--- src/assert_macros.svh ---
// Assertion macros shared by the RTL; they are empty when SYNTHESIS is defined.
`ifndef ASSERT_MACROS_SVH
`define ASSERT_MACROS_SVH

`ifndef SYNTHESIS

// Checked property, switched off while reset is held.
`define ASSERT_PROP(label, prop, msg) \
    label: assert property (@(posedge clk) disable iff (!rst_n) prop) else $error(msg);

// Checked property that must also hold while reset is held.
`define ASSERT_ALWAYS(label, prop, msg) \
    label: assert property (@(posedge clk) prop) else $error(msg);

`else

`define ASSERT_PROP(label, prop, msg)
`define ASSERT_ALWAYS(label, prop, msg)

`endif

`endif

--- src/arb_pkg.sv ---
// Shared types and constants for the audio ring buffer block.
`timescale 1ns / 1ps

package arb_pkg;

    // Request operation codes
    typedef enum logic [1:0] {
        OP_PUSH  = 2'd0,
        OP_PULL  = 2'd1,
        OP_CLEAR = 2'd2,
        OP_NONE  = 2'd3
    } op_t;

    // Configuration register indexes
    typedef enum logic [1:0] {
        REG_GAIN       = 2'd0,
        REG_PAUSED     = 2'd1,
        REG_KEEP_ALIVE = 2'd2
    } reg_idx_t;

    localparam int CFG_IDX_W   = 2;
    localparam int CFG_DATA_W  = 16;
    localparam int SAMPLE_W    = 16;
    localparam int FILL_W      = 20;
    localparam int GAIN_FRAC   = 14;
    localparam int NEAR_MARGIN = 2048;

    localparam logic [15:0]        GAIN_RESET      = 16'h4000;
    localparam logic [15:0]        MAX_GAIN        = 16'h8000;
    localparam logic [15:0]        KEEP_ALIVE_BITS = 16'h0005;
    localparam logic signed [32:0] ROUND_BIAS      = 33'sd16383;
    localparam logic signed [18:0] SAT_HIGH        = 19'sd32767;
    localparam logic signed [18:0] SAT_LOW         = -19'sd32768;

    // One input request
    typedef struct packed {
        op_t        op;
        logic [7:0] data_byte;
        logic       block_last;
    } in_t;

    // One result
    typedef struct packed {
        logic signed [15:0] out_sample;
        logic               from_ring;
        logic               block_end;
        logic [15:0]        level_peak;
        logic [19:0]        fill_count;
        logic               near_full;
    } out_t;

    // Controller to datapath commands
    typedef struct packed {
        logic accept;
        logic write_hi;
        logic multiply;
        logic scale;
        logic finish;
    } ctrl_cmd_t;

    // Datapath to controller status
    typedef struct packed {
        logic frame_full;
        logic out_free;
    } dp_status_t;

endpackage

--- src/arb_ctrl.sv ---
// Sequencing state machine for the audio ring buffer.
`timescale 1ns / 1ps

module arb_ctrl (
    input  logic                  clk,
    input  logic                  rst_n,
    input  logic                  item_valid,
    input  arb_pkg::op_t          item_op,
    input  arb_pkg::dp_status_t   status,
    output logic                  item_stall,
    output arb_pkg::ctrl_cmd_t    cmd
);

    typedef enum logic [4:0] {
        S_IDLE  = 5'b00001,
        S_WRHI  = 5'b00010,
        S_MUL   = 5'b00100,
        S_SCALE = 5'b01000,
        S_FIN   = 5'b10000
    } state_t;

    state_t state_reg;
    state_t state_next;

    // Next state and command decode
    always_comb
    begin
        state_next = state_reg;
        cmd        = '0;
        unique case (state_reg)
            S_IDLE:
            begin
                if (item_valid)
                begin
                    cmd.accept = 1'b1;
                    if (item_op == arb_pkg::OP_PUSH && status.frame_full)
                    begin
                        state_next = S_WRHI;
                    end
                    else if (item_op == arb_pkg::OP_PULL)
                    begin
                        state_next = S_MUL;
                    end
                    else
                    begin
                        state_next = S_FIN;
                    end
                end
            end
            S_WRHI:
            begin
                cmd.write_hi = 1'b1;
                state_next   = S_FIN;
            end
            S_MUL:
            begin
                cmd.multiply = 1'b1;
                state_next   = S_SCALE;
            end
            S_SCALE:
            begin
                cmd.scale  = 1'b1;
                state_next = S_FIN;
            end
            S_FIN:
            begin
                // wait here while the result register is occupied and stalled
                if (status.out_free)
                begin
                    cmd.finish = 1'b1;
                    state_next = S_IDLE;
                end
            end
            default:
            begin
                state_next = S_IDLE;
            end
        endcase
    end

    always_ff @(posedge clk or negedge rst_n)
    begin
        if (!rst_n)
        begin
            state_reg <= S_IDLE;
        end
        else
        begin
            state_reg <= state_next;
        end
    end

    assign item_stall = (state_reg != S_IDLE);

endmodule

--- config.mk ---
export PLATFORM = sky130hd
export DESIGN_NAME = arb_ctrl
export DESIGN_NICKNAME = d
export VERILOG_FILES = /design/src/assert_macros.svh /design/src/arb_pkg.sv /design/src/arb_ctrl.sv
export SDC_FILE = /design/constraint.sdc
export NUM_CORES = 1
export LEC_CHECK = 0
export BUFFER_PORTS_ARGS = -buffer_cell sky130_fd_sc_hd__buf_2
export CELL_PAD_IN_SITES_DETAIL_PLACEMENT = 2
export CELL_PAD_IN_SITES_GLOBAL_PLACEMENT = 2
export CORE_MARGIN = 2
export CORE_UTILIZATION = 28
export DETAILED_ROUTE_END_ITERATION = 12
export HOLD_SLACK_MARGIN = 0.06
export PLACE_DENSITY = 0.86
export SLEW_MARGIN = 20
export SYNTH_ARGS = -nofsm -noshare
export SYNTH_HDL_FRONTEND = slang
export SYNTH_SLANG_ARGS = --single-unit
export TNS_END_PERCENT = 50
--- constraint.sdc ---
create_clock -name clk -period 2.3 [get_ports clk]
set_input_delay 0.69 -clock clk [delete_from_list [all_inputs] [get_ports clk]]
set_output_delay 0.69 -clock clk [all_outputs]
set_load 0.01 [all_outputs]
**Word level (Yosys, flattened, before mapping)**

Index checks and enable logic that the tools add are counted.

- Output and inout port bits: 6
- Word-level logic and storage cells: 26
- Bits of input ports: 7
- Flip-flop bits (word level): 5

- Mux-type cells: 12
- Equality and inequality tests: 9
- Reductions and logical operators: 4

Operators with widths:

| kind | number |
|---|---|
| 5-bit two-way mux | 4 |
| 5-bit one-hot mux with 4 select lines | 1 |
| 1-bit two-way mux | 7 |
| 5-bit by 1-bit equality test with 1-bit output (second input constant) | 1 |
| 5-bit by 2-bit equality test with 1-bit output (second input constant) | 1 |
| 5-bit by 3-bit equality test with 1-bit output (second input constant) | 1 |
| 5-bit by 4-bit equality test with 1-bit output (second input constant) | 1 |
| 5-bit equality test (second input constant) | 1 |
| 5-bit by 1-bit inequality test with 1-bit output (second input constant) | 1 |
| 2-bit inequality test (second input constant) | 2 |
| 2-bit by 1-bit equality test with 1-bit output (second input constant) | 1 |
| 2-bit zero test | 1 |
| 2-bit AND reduction | 1 |
| 2-bit OR reduction | 1 |
| 1-bit logical AND | 1 |

**Depth between registers and ports, before layout**

- Depth after elaboration: 5
- Mapped depth: 4
- Depth with buffers taken out: 3

**Worst setup path after synthesis**

No wires, ideal clock.

- Kind: register to output
- From: register state_reg[3]
- To: output cmd[3] in the netlist's numbering
- Path slack: 420 ps
- Arrival time: 1190 ps
- Data required time: 1610 ps
- Buffers on the path: 1
- Stages on the path, launching flop included: 4
- Cells stage by stage: dfrtp_1 > buf_6 > or3_4 > nor3b_1

RTL lines:

| element | RTL line | text |
|---|---|---|
| start, declared | arb_ctrl.sv:22 | `state_t state_reg;` |
| start signal, assigned | arb_ctrl.sv:89 | `state_reg <= state_next;` |
| end, declared | arb_ctrl.sv:11 | `output arb_pkg::ctrl_cmd_t cmd` |

==> impl_metrics.env <==
export IMPL_largest_register_ffs=5
export IMPL_cts_tree="done"
export IMPL_path_max_fanout=8
export IMPL_fp_dieH_um=40.1
export IMPL_final_area_um2=455
export IMPL_start_util_pct=29.2
export IMPL_finalCritPeriodShare_pct=93.2
export IMPL_use_met1_pct=19.2
export IMPL_clk_latency_ps=230
export IMPL_p_per_area_mw_per_mm2=1040
export IMPL_avgViaCountPerCell=4.95
export IMPL_rows=13
export IMPL_setup_violations=0
export IMPL_worst_pin_slew_ps=309
export IMPL_core_area_mm2=0.00125
export IMPL_rrSetupSlack_ps=990
export IMPL_port_buffers=12
export IMPL_grt_met3_usage_pct=0
export IMPL_max_stage_delay_ps=470
export IMPL_cts_htree_levels=1
export IMPL_area_growth_pct=24.7
export IMPL_total_power_w=0.000474
export IMPL_wirelength_um=862
export IMPL_internal_power_w=0.000289
export IMPL_slowest_stage="dfrtp_2"
export IMPL_fin_skew_ps=0.492
export IMPL_ys_ff_latch=5
export IMPL_async_flop_share_pct=100
export IMPL_dieArea_mm2=0.00161
export IMPL_fmax_mhz=467
export IMPL_antenna_found_initial=0
export IMPL_antennaDiodeCount=0
export IMPL_crit_cells=3
export IMPL_drv_slew=0
export IMPL_cap_viol_max_count=0
export IMPL_synth_edff_count=0
export IMPL_track_usage_pct=13.5
export IMPL_rr_startpoint="state_reg[0]"
export IMPL_clk_pin_slew_ps=40
export IMPL_pwr_share_comb_pct=45.8
export IMPL_p_clk_share_pct=20.2
export IMPL_fp_dieW_um=40.1
export IMPL_avgRoutedWirePerCell_um=13.3
export IMPL_synth_area_um2=365
export IMPL_worstHoldPathType="in -> async"
export IMPL_grt_max_degree=11
export IMPL_drive_gt1_share_pct=48.0
export IMPL_cts_made_buffers=3
export IMPL_crit_arrival_ps=1450
export IMPL_cts_setup_buffers=0
export IMPL_yosysSeqAreaShare_pct=34.6
export IMPL_syn_instance_count=36
export IMPL_p_sw_share_pct=39.1
export IMPL_r2r_end="state_reg[1]"
export IMPL_crit_family="simple AND/OR/NAND/NOR gates"
export IMPL_finalHoldViolCount=0
export IMPL_nets=58
export IMPL_busiest_layer="met2"
export IMPL_use_met2_pct=21.8
export IMPL_cp_required_ps=1610
export IMPL_cts_buffer_depth=2
export IMPL_grt_pass1_vias=314
export IMPL_reg2reg_depth=3
export IMPL_placedCellCount=61
export IMPL_yosysTopAreaCellShare_pct=27.4
export IMPL_dr_pass1_iters=4
export IMPL_ios=13
export IMPL_synth_area_leaders="dfrtp_1 27%, dfstp_2 7.2%, nor3b_1 6.2%"
export IMPL_synth_ff_type="dfrtp_1"
export IMPL_p_leak_nw=0.216
export IMPL_place_area_um2=428
export IMPL_syn_nets=43
export IMPL_dr_total_vias=322
export IMPL_synth_cell_type_count=25
export IMPL_outcome="completed"
export IMPL_crit_buf_inv=1
export IMPL_hpwl_um=686
export IMPL_ys_warn_count=0
export IMPL_grt_ovfl_total=0
export IMPL_grt_pass1_wl_mm=1.47
export IMPL_crit_type="reg -> out"
export IMPL_setup_tns_ps=0
export IMPL_fin_crit_ps=2140
export IMPL_cp_endpoint="cmd[3]"
export IMPL_antenna_left=0
export IMPL_startpoint="state_reg[3]"
export IMPL_cts_root_buf="clkbuf_4"
export IMPL_ir_drop_v=0.000328
export IMPL_final_cells=65
export IMPL_synth_area_per_cell_um2=10.1
export IMPL_clock_sinks=5
export IMPL_relSlewSlack_pct=79.2
export IMPL_final_common_cell="buf_2"
export IMPL_endpoint_kind="primary output"
export IMPL_gp_congestion=0.708
export IMPL_drtIter0Drc=3
export IMPL_route_detailed_drc=0
export IMPL_start_kind="flop"
export IMPL_grt_setup_unrepaired="false"
export IMPL_pwr_share_seq_pct=34.0
export IMPL_crit_chain="or3_4 -> nor3b_1 -> buf_2"
export IMPL_p_switching_w=0.000185
export IMPL_yosys_area_top_type="dfrtp_1"
cell usage after synthesis, types with 2 or more instances:
| cell type | instances |
|---|---|
| dfrtp_1 | 4 |
| nor3b_1 | 3 |
| nor2_1 | 3 |
| nand2_1 | 2 |
| nor3_1 | 2 |
| and3_1 | 3 |
cell type report:
class	count	area (µm²)
multi-input combinational	28	219
inverter	1	3.75
tap	15	18.8
sequential	5	128
fill	142	797
clock buffer	4	26.3
timing repair buffer	12	60.1
per-layer routing:
metal / vias to the layer above / share of wire [%]
met3: 0 / 3.9
met5: - / 0
met4: 0 / 0
met2: 10 / 49
met1: 151 / 47
li1: 161 / -
kinds of logic after synthesis:
group                     share of synthesized area [%]
AOI/OAI and AO/OA                                  14.0
xor gates and xnor gates                           2.40
buffers and inverters                              5.48
DFF                                                34.6
and+or+nand+nor                                    43.5
metrics by stage:
| step | utilization, % | hold slack [ps] | worst slack, ps |
|---|---|---|---|
| after detailed placement | 34.2 | 505 | 369 |
| final | 36.4 | 259 | 157 |
| after global placement | 34.2 | 506 | 417 |
| after floorplan | - | 394 | 420 |
| after global routing | 36.4 | 251 | 25.3 |
| after CTS | 36.3 | 255 | 106 |
power groups by stage:
stage                     clock network [W]  registers (W)  logic (W)
after detailed placement                  0       0.000162   0.000219
final                             0.0000958       0.000161   0.000217
after global routing               0.000109       0.000169   0.000242
after CTS                          0.000100       0.000161   0.000221
after global placement                    0       0.000160   0.000214
after floorplan                           0       0.000132   0.000185
what timing repair did:
action | 4_1_cts | 5_1_grt
hold buffers | 0 | 0
setup endpoints to repair | 0 | 1
resized for setup | 0 | 1
worst min-delay path by stage:
stage                      from      endpoint  slack (ps)  cells past startpoint
final                     rst_n  state_reg[2]         260                      1
after floorplan           rst_n  state_reg[1]         390                      0
after detailed placement  rst_n  state_reg[3]         500                      1
after global routing      rst_n  state_reg[2]         250                      1
after global placement    rst_n  state_reg[3]         510                      1
after CTS                 rst_n  state_reg[3]         250                      1
Power figures use the tool's default switching activity.
